--- config.mk ---
export PLATFORM = sky130hd
export DESIGN_NAME = lifetime_color_gradient
export DESIGN_NICKNAME = d
export VERILOG_FILES = /design/src/rtl/lcg_pkg.sv /design/src/rtl/lcg_front.sv /design/src/rtl/lcg_queue.sv /design/src/rtl/lcg_back.sv /design/src/rtl/lifetime_color_gradient.sv
export SDC_FILE = /design/constraint.sdc
export NUM_CORES = 2
export LEC_CHECK = 0
export BUFFER_PORTS_ARGS = -buffer_cell sky130_fd_sc_hd__buf_4
export CORE_MARGIN = 3
export CORE_UTILIZATION = 45
export CTS_CLUSTER_DIAMETER = 50
export CTS_CLUSTER_SIZE = 30
export DETAILED_ROUTE_END_ITERATION = 12
export HOLD_SLACK_MARGIN = 0.03
export PLACE_DENSITY = 0.57
export SYNTH_ARGS = -nofsm -noshare
export SYNTH_HDL_FRONTEND = slang
export SYNTH_SLANG_ARGS = --single-unit
--- constraint.sdc ---
create_clock -name i_clk -period 52.2 [get_ports i_clk]
set_input_delay 10.44 -clock i_clk [delete_from_list [all_inputs] [get_ports i_clk]]
set_output_delay 10.44 -clock i_clk [all_outputs]
set_load 0.01 [all_outputs]
--- src/rtl/lcg_pkg.sv ---
package lcg_pkg;

    // Configuration register indexes.
    localparam logic [2:0] REG_ENABLE = 3'd0;
    localparam logic [2:0] REG_COUNT  = 3'd1;
    localparam logic [2:0] REG_COLOR0 = 3'd2;

    localparam int LIFE_W     = 16;
    localparam int CH_W       = 8;
    localparam int COLOR_W    = 32;
    localparam int CNT_W      = 3;
    // One quotient bit per divider stage: the fraction runs 0..65536.
    localparam int QUO_W      = LIFE_W + 1;
    localparam int DIV_STAGES = QUO_W;
    localparam int Q_DEPTH    = 4;
    localparam int Q_PTR_W    = $clog2(Q_DEPTH);

    // Classified particle waiting between the front and the back.
    typedef struct packed {
        logic              skip;
        logic [CNT_W-1:0]  nm1;
        logic [LIFE_W-1:0] diff;
        logic [LIFE_W-1:0] start;
    } t_q_entry;

    // Queue status seen by both sides.
    typedef struct packed {
        logic nonempty;
        logic full;
    } t_q_status;

    // Payload of one divider stage.
    typedef struct packed {
        logic              skip;
        logic [CNT_W-1:0]  nm1;
        logic [LIFE_W-1:0] start;
        logic [QUO_W-1:0]  rem;
        logic [QUO_W-1:0]  quo;
    } t_div_stage;

endpackage

--- src/rtl/lcg_front.sv ---
module lcg_front #(
    parameter int MAX_COLORS = 6
) (
    input  logic                          i_clk,
    input  logic                          i_rst_n,
    input  logic                          i_in_valid,
    output logic                          o_in_stall,
    input  logic [lcg_pkg::LIFE_W-1:0]    i_remaining_life,
    input  logic [lcg_pkg::LIFE_W-1:0]    i_starting_life,
    input  logic                          i_enable,
    input  logic [lcg_pkg::CNT_W-1:0]     i_color_count,
    input  lcg_pkg::t_q_status            i_q_status,
    output logic                          o_push,
    output lcg_pkg::t_q_entry             o_entry
);

    logic                       r_fv;
    lcg_pkg::t_q_entry          r_entry;
    lcg_pkg::t_q_entry          n_entry;
    logic [lcg_pkg::CNT_W-1:0]  n_eff;
    logic                       accept;

    assign o_in_stall = r_fv && i_q_status.full;
    assign accept     = i_in_valid && !o_in_stall;
    assign o_push     = r_fv && !i_q_status.full;
    assign o_entry    = r_entry;

    // Clamp the color count and flag particles that produce no color.
    always_comb begin
        if (i_color_count > lcg_pkg::CNT_W'(MAX_COLORS)) begin
            n_eff = lcg_pkg::CNT_W'(MAX_COLORS);
        end else begin
            n_eff = i_color_count;
        end
        n_entry.skip  = !i_enable || (n_eff < lcg_pkg::CNT_W'(2)) ||
                        (i_starting_life == '0) || (i_remaining_life > i_starting_life);
        n_entry.nm1   = n_eff - lcg_pkg::CNT_W'(1);
        n_entry.diff  = i_starting_life - i_remaining_life;
        n_entry.start = i_starting_life;
    end

    // Holding register: filled on a transaction, emptied into the queue.
    always_ff @(posedge i_clk) begin
        if (!i_rst_n) begin
            r_fv <= 1'b0;
        end else if (accept) begin
            r_fv <= 1'b1;
        end else if (o_push) begin
            r_fv <= 1'b0;
        end
    end

    always_ff @(posedge i_clk) begin
        if (accept) begin
            r_entry <= n_entry;
        end
    end

endmodule

--- src/rtl/lcg_queue.sv ---
module lcg_queue (
    input  logic               i_clk,
    input  logic               i_rst_n,
    input  logic               i_push,
    input  lcg_pkg::t_q_entry  i_entry,
    input  logic               i_pop,
    output lcg_pkg::t_q_entry  o_entry,
    output lcg_pkg::t_q_status o_status
);

    lcg_pkg::t_q_entry            r_slot [lcg_pkg::Q_DEPTH];
    logic [lcg_pkg::Q_PTR_W-1:0]  r_wr_ptr;
    logic [lcg_pkg::Q_PTR_W-1:0]  r_rd_ptr;
    logic [lcg_pkg::Q_PTR_W:0]    r_count;

    assign o_status.nonempty = (r_count != '0);
    assign o_status.full     = (r_count == (lcg_pkg::Q_PTR_W + 1)'(lcg_pkg::Q_DEPTH));
    assign o_entry           = r_slot[r_rd_ptr];

    // Pointers and fill count; the front never pushes into a full queue.
    always_ff @(posedge i_clk) begin
        if (!i_rst_n) begin
            r_wr_ptr <= '0;
            r_rd_ptr <= '0;
            r_count  <= '0;
        end else begin
            if (i_push) begin
                r_wr_ptr <= r_wr_ptr + 1'b1;
            end
            if (i_pop) begin
                r_rd_ptr <= r_rd_ptr + 1'b1;
            end
            if (i_push && !i_pop) begin
                r_count <= r_count + 1'b1;
            end else if (i_pop && !i_push) begin
                r_count <= r_count - 1'b1;
            end
        end
    end

    always_ff @(posedge i_clk) begin
        if (i_push) begin
            r_slot[r_wr_ptr] <= i_entry;
        end
    end

endmodule

--- src/rtl/lcg_back.sv ---
module lcg_back #(
    parameter int MAX_COLORS = 6
) (
    input  logic                                   i_clk,
    input  logic                                   i_rst_n,
    input  lcg_pkg::t_q_status                     i_q_status,
    input  lcg_pkg::t_q_entry                      i_entry,
    output logic                                   o_pop,
    input  logic [MAX_COLORS*lcg_pkg::COLOR_W-1:0] i_colors,
    output logic                                   o_out_valid,
    input  logic                                   i_out_stall,
    output logic [lcg_pkg::CH_W-1:0]               o_red,
    output logic [lcg_pkg::CH_W-1:0]               o_green,
    output logic [lcg_pkg::CH_W-1:0]               o_blue,
    output logic [lcg_pkg::CH_W-1:0]               o_alpha,
    output logic                                   o_color_valid
);

    localparam int IDX_W = $clog2(MAX_COLORS);
    localparam int LAST  = lcg_pkg::DIV_STAGES - 1;
    localparam int OVL_W = lcg_pkg::QUO_W + lcg_pkg::CNT_W;

    // One restoring division step: {quotient bit, new remainder}.
    function automatic logic [lcg_pkg::QUO_W:0] div_step(
        input logic [lcg_pkg::QUO_W-1:0]  rem,
        input logic [lcg_pkg::LIFE_W-1:0] dvs
    );
        logic [lcg_pkg::QUO_W-1:0] ext;
        ext = {1'b0, dvs};
        if (rem >= ext) begin
            div_step = {1'b1, rem - ext};
        end else begin
            div_step = {1'b0, rem};
        end
    endfunction

    // Linear blend of one channel, t in Q0.8.
    function automatic logic [lcg_pkg::CH_W-1:0] blend(
        input logic [lcg_pkg::CH_W-1:0] a,
        input logic [lcg_pkg::CH_W-1:0] b,
        input logic [lcg_pkg::CH_W-1:0] t
    );
        logic [lcg_pkg::CH_W:0]     inv;
        logic [2*lcg_pkg::CH_W:0]   sum;
        inv   = (lcg_pkg::CH_W + 1)'(256) - {1'b0, t};
        sum   = (2*lcg_pkg::CH_W + 1)'(a) * (2*lcg_pkg::CH_W + 1)'(inv) +
                (2*lcg_pkg::CH_W + 1)'(b) * (2*lcg_pkg::CH_W + 1)'(t);
        blend = sum[2*lcg_pkg::CH_W-1:lcg_pkg::CH_W];
    endfunction

    logic                                adv;
    lcg_pkg::t_div_stage                 r_div [lcg_pkg::DIV_STAGES];
    lcg_pkg::t_div_stage                 n_div [lcg_pkg::DIV_STAGES];
    logic [lcg_pkg::DIV_STAGES-1:0]      r_dv;

    logic [OVL_W-1:0]                    ovl;
    logic                                n_sc_skip;
    logic                                r_sc_v;
    logic                                r_sc_skip;
    logic [IDX_W-1:0]                    r_sc_idx;
    logic [lcg_pkg::CH_W-1:0]            r_sc_t;

    logic [lcg_pkg::COLOR_W-1:0]         c1;
    logic [lcg_pkg::COLOR_W-1:0]         c2;
    logic [4*lcg_pkg::CH_W-1:0]          n_rgba;

    logic                                r_ov;
    logic                                r_cv;
    logic [4*lcg_pkg::CH_W-1:0]          r_rgba;

    // The whole pipeline moves unless a finished result is held up.
    assign adv   = !(r_ov && i_out_stall);
    assign o_pop = adv && i_q_status.nonempty;

    // Divider stages: the first settles the top quotient bit, each later one
    // shifts the remainder and settles the next bit down.
    always_comb begin
        logic [lcg_pkg::QUO_W:0] res;
        res                = div_step({1'b0, i_entry.diff}, i_entry.start);
        n_div[0].skip      = i_entry.skip;
        n_div[0].nm1       = i_entry.nm1;
        n_div[0].start     = i_entry.start;
        n_div[0].rem       = res[lcg_pkg::QUO_W-1:0];
        n_div[0].quo       = '0;
        n_div[0].quo[LAST] = res[lcg_pkg::QUO_W];
        for (int k = 1; k < lcg_pkg::DIV_STAGES; k++) begin
            res                  = div_step({r_div[k-1].rem[lcg_pkg::LIFE_W-1:0], 1'b0},
                                            r_div[k-1].start);
            n_div[k]             = r_div[k-1];
            n_div[k].rem         = res[lcg_pkg::QUO_W-1:0];
            n_div[k].quo[LAST-k] = res[lcg_pkg::QUO_W];
        end
    end

    always_ff @(posedge i_clk) begin
        if (!i_rst_n) begin
            r_dv <= '0;
        end else if (adv) begin
            r_dv <= {r_dv[lcg_pkg::DIV_STAGES-2:0], i_q_status.nonempty};
        end
    end

    always_ff @(posedge i_clk) begin
        if (adv) begin
            for (int k = 0; k < lcg_pkg::DIV_STAGES; k++) begin
                r_div[k] <= n_div[k];
            end
        end
    end

    // Scale the fraction across the gradient and split index and weight.
    always_comb begin
        ovl       = OVL_W'(r_div[LAST].quo) * OVL_W'(r_div[LAST].nm1);
        n_sc_skip = r_div[LAST].skip ||
                    (ovl[OVL_W-1:lcg_pkg::LIFE_W] >=
                     (OVL_W - lcg_pkg::LIFE_W)'(r_div[LAST].nm1));
    end

    always_ff @(posedge i_clk) begin
        if (!i_rst_n) begin
            r_sc_v <= 1'b0;
        end else if (adv) begin
            r_sc_v <= r_dv[LAST];
        end
    end

    always_ff @(posedge i_clk) begin
        if (adv) begin
            r_sc_skip <= n_sc_skip;
            r_sc_idx  <= ovl[lcg_pkg::LIFE_W +: IDX_W];
            r_sc_t    <= ovl[lcg_pkg::LIFE_W-1:lcg_pkg::CH_W];
        end
    end

    // Pick the neighbouring colors and blend all four channels.
    always_comb begin
        c1 = '0;
        c2 = '0;
        for (int k = 0; k < MAX_COLORS - 1; k++) begin
            if (r_sc_idx == IDX_W'(k)) begin
                c1 = i_colors[k*lcg_pkg::COLOR_W +: lcg_pkg::COLOR_W];
                c2 = i_colors[(k+1)*lcg_pkg::COLOR_W +: lcg_pkg::COLOR_W];
            end
        end
        for (int ch = 0; ch < 4; ch++) begin
            n_rgba[ch*lcg_pkg::CH_W +: lcg_pkg::CH_W] =
                blend(c1[ch*lcg_pkg::CH_W +: lcg_pkg::CH_W],
                      c2[ch*lcg_pkg::CH_W +: lcg_pkg::CH_W], r_sc_t);
        end
        if (r_sc_skip) begin
            n_rgba = '0;
        end
    end

    // Output register.
    always_ff @(posedge i_clk) begin
        if (!i_rst_n) begin
            r_ov <= 1'b0;
        end else if (adv) begin
            r_ov <= r_sc_v;
        end
    end

    always_ff @(posedge i_clk) begin
        if (adv) begin
            r_cv   <= !r_sc_skip;
            r_rgba <= n_rgba;
        end
    end

    assign o_out_valid   = r_ov;
    assign o_color_valid = r_cv;
    assign o_red         = r_rgba[3*lcg_pkg::CH_W +: lcg_pkg::CH_W];
    assign o_green       = r_rgba[2*lcg_pkg::CH_W +: lcg_pkg::CH_W];
    assign o_blue        = r_rgba[1*lcg_pkg::CH_W +: lcg_pkg::CH_W];
    assign o_alpha       = r_rgba[0 +: lcg_pkg::CH_W];

endmodule

--- src/rtl/lifetime_color_gradient.sv ---
// Particle color over lifetime. Each input transaction carries a particle's
// remaining and starting life; one output transaction follows with the RGBA
// color blended from the configured gradient, or color_valid low and zero
// channels when the particle is skipped. One transaction is taken per clock
// cycle while the output is not stalled. The path runs through the holding
// register, the queue, 17 divider stages with the first fed straight from the
// queue head, scaling and output. The pipelined restoring divider forms the
// elapsed fraction one quotient bit per stage. A four-entry queue separates
// input classification from the arithmetic, so each side stalls on its own.
// The user must write configuration only while no transaction is in flight;
// the block itself does not enforce it.
module lifetime_color_gradient #(
    parameter int MAX_COLORS = 6
) (
    input  logic                       i_clk,
    input  logic                       i_rst_n,
    input  logic                       i_cfg_we,
    input  logic [2:0]                 i_cfg_index,
    input  logic [lcg_pkg::COLOR_W-1:0] i_cfg_data,
    input  logic                       i_in_valid,
    output logic                       o_in_stall,
    input  logic [lcg_pkg::LIFE_W-1:0] i_remaining_life,
    input  logic [lcg_pkg::LIFE_W-1:0] i_starting_life,
    output logic                       o_out_valid,
    input  logic                       i_out_stall,
    output logic [lcg_pkg::CH_W-1:0]   o_red,
    output logic [lcg_pkg::CH_W-1:0]   o_green,
    output logic [lcg_pkg::CH_W-1:0]   o_blue,
    output logic [lcg_pkg::CH_W-1:0]   o_alpha,
    output logic                       o_color_valid
);

    logic                                    r_enable;
    logic [lcg_pkg::CNT_W-1:0]               r_count;
    logic [MAX_COLORS*lcg_pkg::COLOR_W-1:0]  r_colors;

    lcg_pkg::t_q_status                      q_status;
    lcg_pkg::t_q_entry                       push_entry;
    lcg_pkg::t_q_entry                       head_entry;
    logic                                    push;
    logic                                    pop;

    // Configuration registers; writes to unused color slots are dropped.
    always_ff @(posedge i_clk) begin
        if (!i_rst_n) begin
            r_enable <= 1'b0;
            r_count  <= '0;
            r_colors <= '0;
        end else if (i_cfg_we) begin
            if (i_cfg_index == lcg_pkg::REG_ENABLE) begin
                r_enable <= i_cfg_data[0];
            end
            if (i_cfg_index == lcg_pkg::REG_COUNT) begin
                r_count <= i_cfg_data[lcg_pkg::CNT_W-1:0];
            end
            for (int k = 0; k < MAX_COLORS; k++) begin
                if (i_cfg_index == 3'(lcg_pkg::REG_COLOR0 + 3'(k))) begin
                    r_colors[k*lcg_pkg::COLOR_W +: lcg_pkg::COLOR_W] <= i_cfg_data;
                end
            end
        end
    end

    lcg_front #(
        .MAX_COLORS (MAX_COLORS)
    ) u_front (
        .i_clk            (i_clk),
        .i_rst_n          (i_rst_n),
        .i_in_valid       (i_in_valid),
        .o_in_stall       (o_in_stall),
        .i_remaining_life (i_remaining_life),
        .i_starting_life  (i_starting_life),
        .i_enable         (r_enable),
        .i_color_count    (r_count),
        .i_q_status       (q_status),
        .o_push           (push),
        .o_entry          (push_entry)
    );

    lcg_queue u_queue (
        .i_clk    (i_clk),
        .i_rst_n  (i_rst_n),
        .i_push   (push),
        .i_entry  (push_entry),
        .i_pop    (pop),
        .o_entry  (head_entry),
        .o_status (q_status)
    );

    lcg_back #(
        .MAX_COLORS (MAX_COLORS)
    ) u_back (
        .i_clk         (i_clk),
        .i_rst_n       (i_rst_n),
        .i_q_status    (q_status),
        .i_entry       (head_entry),
        .o_pop         (pop),
        .i_colors      (r_colors),
        .o_out_valid   (o_out_valid),
        .i_out_stall   (i_out_stall),
        .o_red         (o_red),
        .o_green       (o_green),
        .o_blue        (o_blue),
        .o_alpha       (o_alpha),
        .o_color_valid (o_color_valid)
    );

endmodule

## After elaboration in Yosys (flattened, before gate mapping)

Memories as Yosys holds them, arrays and structs flattened. A register that Yosys moved wholly into a read port is not among the register bits.
Cells that the tools add are included.

- Register bits after elaboration: 304
- Memory bits (writable): 1062
- Input port bits: 72
- Output and inout bits: 35
- Logic and storage cells: 165
- Memories: 2

Memory list:

| memory | words | bits a word | rd ports | clocked after memory_dff | write ports | RTL line | RTL |
|---|---|---|---|---|---|---|---|
| u_back.r_div | 17 | 54 | 17 | 0 | 17 | lcg_back.sv:52 | `lcg_pkg::t_div_stage r_div [lcg_pkg::DIV_STAGES];` |
| u_queue.r_slot | 4 | 36 | 1 | 1 | 1 | lcg_queue.sv:11 | `lcg_pkg::t_q_entry r_slot [lcg_pkg::Q_DEPTH];` |

- Add/sub/neg operators: 28
- Multiply operators: 9
- Order comparisons: 21
- Equal/unequal tests: 12
- Mux-type cells: 37
- Reductions and logical operators: 32

Operator list:

| kind | count |
|---|---|
| $mux 32 | 10 |
| $mux 18 | 17 |
| $ge 17x16->1 | 16 |
| $sub 17x16->17 | 16 |
| $add 16x16->16 | 4 |
| $mul 8x8->16 | 4 |
| $mul 8x9->16 | 4 |
| $mul 17x3->20 | 1 |
| $eq 3x3->1 const B | 6 |
| $sub 16x16->17 | 1 |
| $ge 16x16->1 | 1 |
| $gt 16x16->1 | 1 |
| $logic_not 16->1 | 1 |
| $reduce_and 2->1 | 8 |
| $sub 16x16->16 | 1 |
| $eq 3x2->1 const B | 4 |
| $mux 3 | 3 |
| $sub 9x8->9 const A | 1 |
| $logic_and 1x1->1 | 7 |
| $logic_not 1->1 | 7 |
| $eq 3x1->1 const B | 2 |
| $logic_not 3->1 | 2 |
| $sub 3x1->3 const B | 2 |
| $mux 1 | 5 |
| 9 further kinds | 15 |

## Logic depth before layout (Yosys ltp)

- Word-level depth: 8
- Mapped depth: 30
- Mapped depth without buffers: 26

## Modules after synthesis

From an unflattened synthesis, not the netlist that was laid out.

- Cells, all modules: 6531
- Area, all modules: 75426.1 um2

By module, submodules not included:

| module | instances | cells each | area an instance (um2) | seq. area each (um2) |
|---|---|---|---|---|
| lcg_back | 1 | 5436 | 60396.7 | 23742.8 |
| lifetime_color_gradient | 1 | 677 | 7210.7 | 3923.8 |
| lcg_queue | 1 | 231 | 5695.5 | 4504.3 |
| lcg_front | 1 | 187 | 2123.3 | 1101.1 |

## Worst setup path after synthesis

Ideal clock, no wire load.

- Kind: input to register
- Start point: input port i_out_stall
- End point: register u_back.r_cv, in the netlist u_back.o_color_valid (enable)
- Library setup time: 1444 ps
- Arrival: 31802 ps
- Data required time: 50756 ps
- Setup slack: 18954 ps
- Stages: 3
- Path buffers: 1
- Cell sequence: and2_1 clkinv_1 clkbuf_1

- Longest elaborated chain between the ends: 1

Ends and longest elaborated chain:

| item | RTL line | RTL |
|---|---|---|
| from (decl) | lifetime_color_gradient.sv:25 | `input logic i_out_stall,` |
| $logic_and 1x1->1 | lcg_back.sv:72 | `assign adv = !(r_ov && i_out_stall);` |
| to (signal assigned) | lcg_back.sv:166 | `r_cv <= !r_sc_skip;` |
| to (decl) | lcg_back.sv:68 | `logic r_cv;` |

No other way between the ends.
A chain may end at the register's enable or synchronous reset.

==> run metrics <==
status finished clean; HP Class reg2reg; Yosys reg bits 1,183; Max VDD drop 0.0398 mV; CTS Root Cell clkbuf_16; Crit Path Class in2reg; combinational power share 0.504; Max Fclk 66.9 MHz; max cap viols 0; average size of a mapped cell 11.1 sq um; Area Growth Syn to Fin 10.5%; Synth area leaders edfxtp_1 38%, fa_1 12%, ha_1 9.2%, dfxtp_1 6.0%, inv_1 4.7%; Netlist cell types 85; post-synthesis adder-cell area fraction 0.207; DRC violations left 0; Tot GR Track Use 0.203; Min Clock Period, post-route 14,940 ps; clock network power share 0.173; DP Wirelength 126 mm; dpl ws 36,390 ps; clk buf depth 3; Post-CTS Hold Buffers 0; final wirelength 175 mm; largest net degree at the start of global routing 126; clk slew on worst S/H paths 90 ps; first-pass iteration count of the detailed router 6; Sw Ratio 0.407; arrival time at the worst endpoint 15,300 ps; total die area 0.172 sq mm; ys async rst share 0; post_cts resized 0; P_int 0.00315 W; setup TNS 0 ps; H-tree levels 3; vias per cell 5.28; Ys Warns 0; first-pass GRT wire length 276 mm; worst-skew pair later-pin latency 750 ps; Yosys top cell area share 0.383; Crit path required time 52,560 ps; Post-synth EDFFs 958; row cnt 149; Synth Cell Area 0.0752 sq mm; # Post-CTS Setup Buffers 0; initial antenna violation count 14; Die X 415 um; placed cell area 0.0788 sq mm; initial core utilization 0.454; Post-Synth Simple-Gate Area 0.126; crit path launch type input port; vias in the first global route 48,800; clk_skew 45.1 ps; crit-path max FO 113; Tot Pwr 0.00531 W; RSZ-0062 raised after global routing no; Setup violations, final 0; # port buffers 106; final instance area 0.0831 sq mm; Final WS setup 37,260 ps; post-synthesis compound-gate area fraction 0.0866; Mapped Cells 6,789; post-synthesis mux area share 0.0503; top cell type by total area after synthesis edfxtp_1; Final nets 7,960; I/O pin count 107; die height 415 um; storage element area 0.0333 sq mm; CTS tree done; net count after synthesis 7,847; Worst Max-Slew Pin Slew 1130 ps; main combinational cell family by area after synthesis adder cells; Fillers 14,900; Routed Antenna Nets 0; crit share post-route 0.286; Overflow after GRT 0; Reg power frac 0.323; DR vias 48,600; gp weighted congestion 0.862; PD cells 63.9 mW/mm^2; top_reg_cell synth edfxtp_1; Psw 0.00216 W; drt initial violations 3,207; Core Footprint 0.166 sq mm; layout cells sized above 1 0.0984; post-synthesis sequential area ratio 0.442; Final Hold Violating Endpoints 0; Final Max Tran Viols 0; CTS sink cnt 1,183; Max-slew headroom 0.249; WL/cell 19.0 um; CTS Buf Count 115; CP Capture Type flip-flop; P_leak 34.8 nW; multi-input logic area 0.0377 sq mm; Post-Synth XOR/XNOR Area 0.0304
[state kept, by name, indices dropped and copies added, names as in the netlist, named ones only]
register	count
r_enable	1
u_back.r_sc_v	1
u_back.o_color_valid	1
r_count	3
u_back.r_rgba	32
u_back.r_div	733
u_queue.r_slot	144
u_queue.r_wr_ptr	2
u_back.o_out_valid	1
u_back.r_sc_idx	3
u_back.r_sc_skip	1
u_queue.r_count	3
u_front.o_entry	36
u_front.r_fv	1
u_queue.r_rd_ptr	2
r_colors	192
u_back.r_dv	17
u_back.r_sc_t	8
[layer usage]
metal  share of wire  global-route usage  wire (um)  vias up
met2            0.49               0.346      85900      898
met3           0.044              0.0293       7720      241
met1            0.44               0.267      76500    24000
li1                -                   -          -    23400
met5        0.000052                   0          9        -
met4           0.025              0.0660       4450        2
[per-stage QoR]
stage / std cells / hold WS, ps / util
floorplan: 6789 / 400 / -
global placement: 8974 / 400 / 0.476
detailed placement: 8974 / 405 / 0.476
CTS: 9193 / 416 / 0.502
global route: 9200 / 412 / 0.502
finish: 9202 / 414 / 0.502
[worst max-delay path, cell delays in order]
cell and delay [ps]:
buf_4 100, and2_1 380, inv_8 700, buf_4 710
buf_4 880, buf_4 980, buf_4 810
[cell usage in the layout (no fill, tap or decap), types with 11 or more instances in the layout]
cell type,instances
edfxtp_1,958
o21a_1,78
a2111oi_0,11
nand3_1,71
inv_8,11
a22oi_1,37
inv_12,20
mux2_2,129
and2_1,124
mux2i_1,29
or3_1,39
nor2b_1,181
a21oi_1,233
dfxtp_1,223
buf_4,201
xor2_1,112
nand4_1,45
inv_6,16
inv_1,932
nor2_1,438
nor3_1,119
a21o_1,56
nand2_1,742
a211oi_1,35
o211ai_1,13
mux4_2,87
a22o_1,21
nor4_1,31
a31oi_1,20
ha_1,553
nand2b_1,137
fa_1,433
a21boi_0,222
clkbuf_16,120
clkinv_8,15
xnor2_1,143
and3_1,30
o21ai_0,128
[final timing paths]
kind                        startpoint                   end  slack [ps]  cells past startpoint
setup / recovery           i_out_stall  u_back.r_div[0][376]       37260                      7
setup reg to reg    u_back.r_sc_idx[0]     u_back.r_rgba[22]       43290                     23
hold / removal    u_back.r_div[0][428]  u_back.r_div[0][482]         410                      0
hold reg to reg   u_back.r_div[0][428]  u_back.r_div[0][482]         410                      0
[Yosys cell counts (45+ instances only)]
master and n:
ha_1 553, clkbuf_1 176, nor2_1 443, inv_1 932, dfxtp_1 225, a21o_1 56
nand2b_1 137, nand3_1 71, edfxtp_1 958, mux4_2 87, a21oi_1 233, and2_1 128
mux2_2 129, o21ai_0 128, nor3_1 121, nor2b_1 182, nand4_1 45, a21boi_0 222
fa_1 433, xnor2_1 147, nand2_1 743, xor2_1 114, o21a_1 78
[area by class of cell]
type	count	share of cell area
Antenna cell	9	0.000271
Clock buffer	127	0.0367
Clock inverter	92	0.0155
Inverter	935	0.0423
Multi-Input combinational cell	4466	0.454
Sequential cell	1183	0.400
Tap cell	2189	0.0330
Timing Repair Buffer	201	0.0182
[power groups by stage]
stage	Clock [W]	Sequential, W	Combinational (W)
floorplan	0	0.00162	0.00206
global placement	0	0.00174	0.00263
detailed placement	0	0.00174	0.00267
CTS	0.000947	0.00173	0.00269
global route	0.000986	0.00175	0.00301
finish	0.000919	0.00172	0.00268
[cell families after synthesis]
family	after synthesis
AND/OR/NAND/NOR	2012
flip-flops	1183
buffers and inverters	1140
adder cells (fa/ha/maj)	986
AO/OA/AOI/OAI	958
XOR/XNOR	261
multiplexers	249
Power figures use the tool's default switching activity.
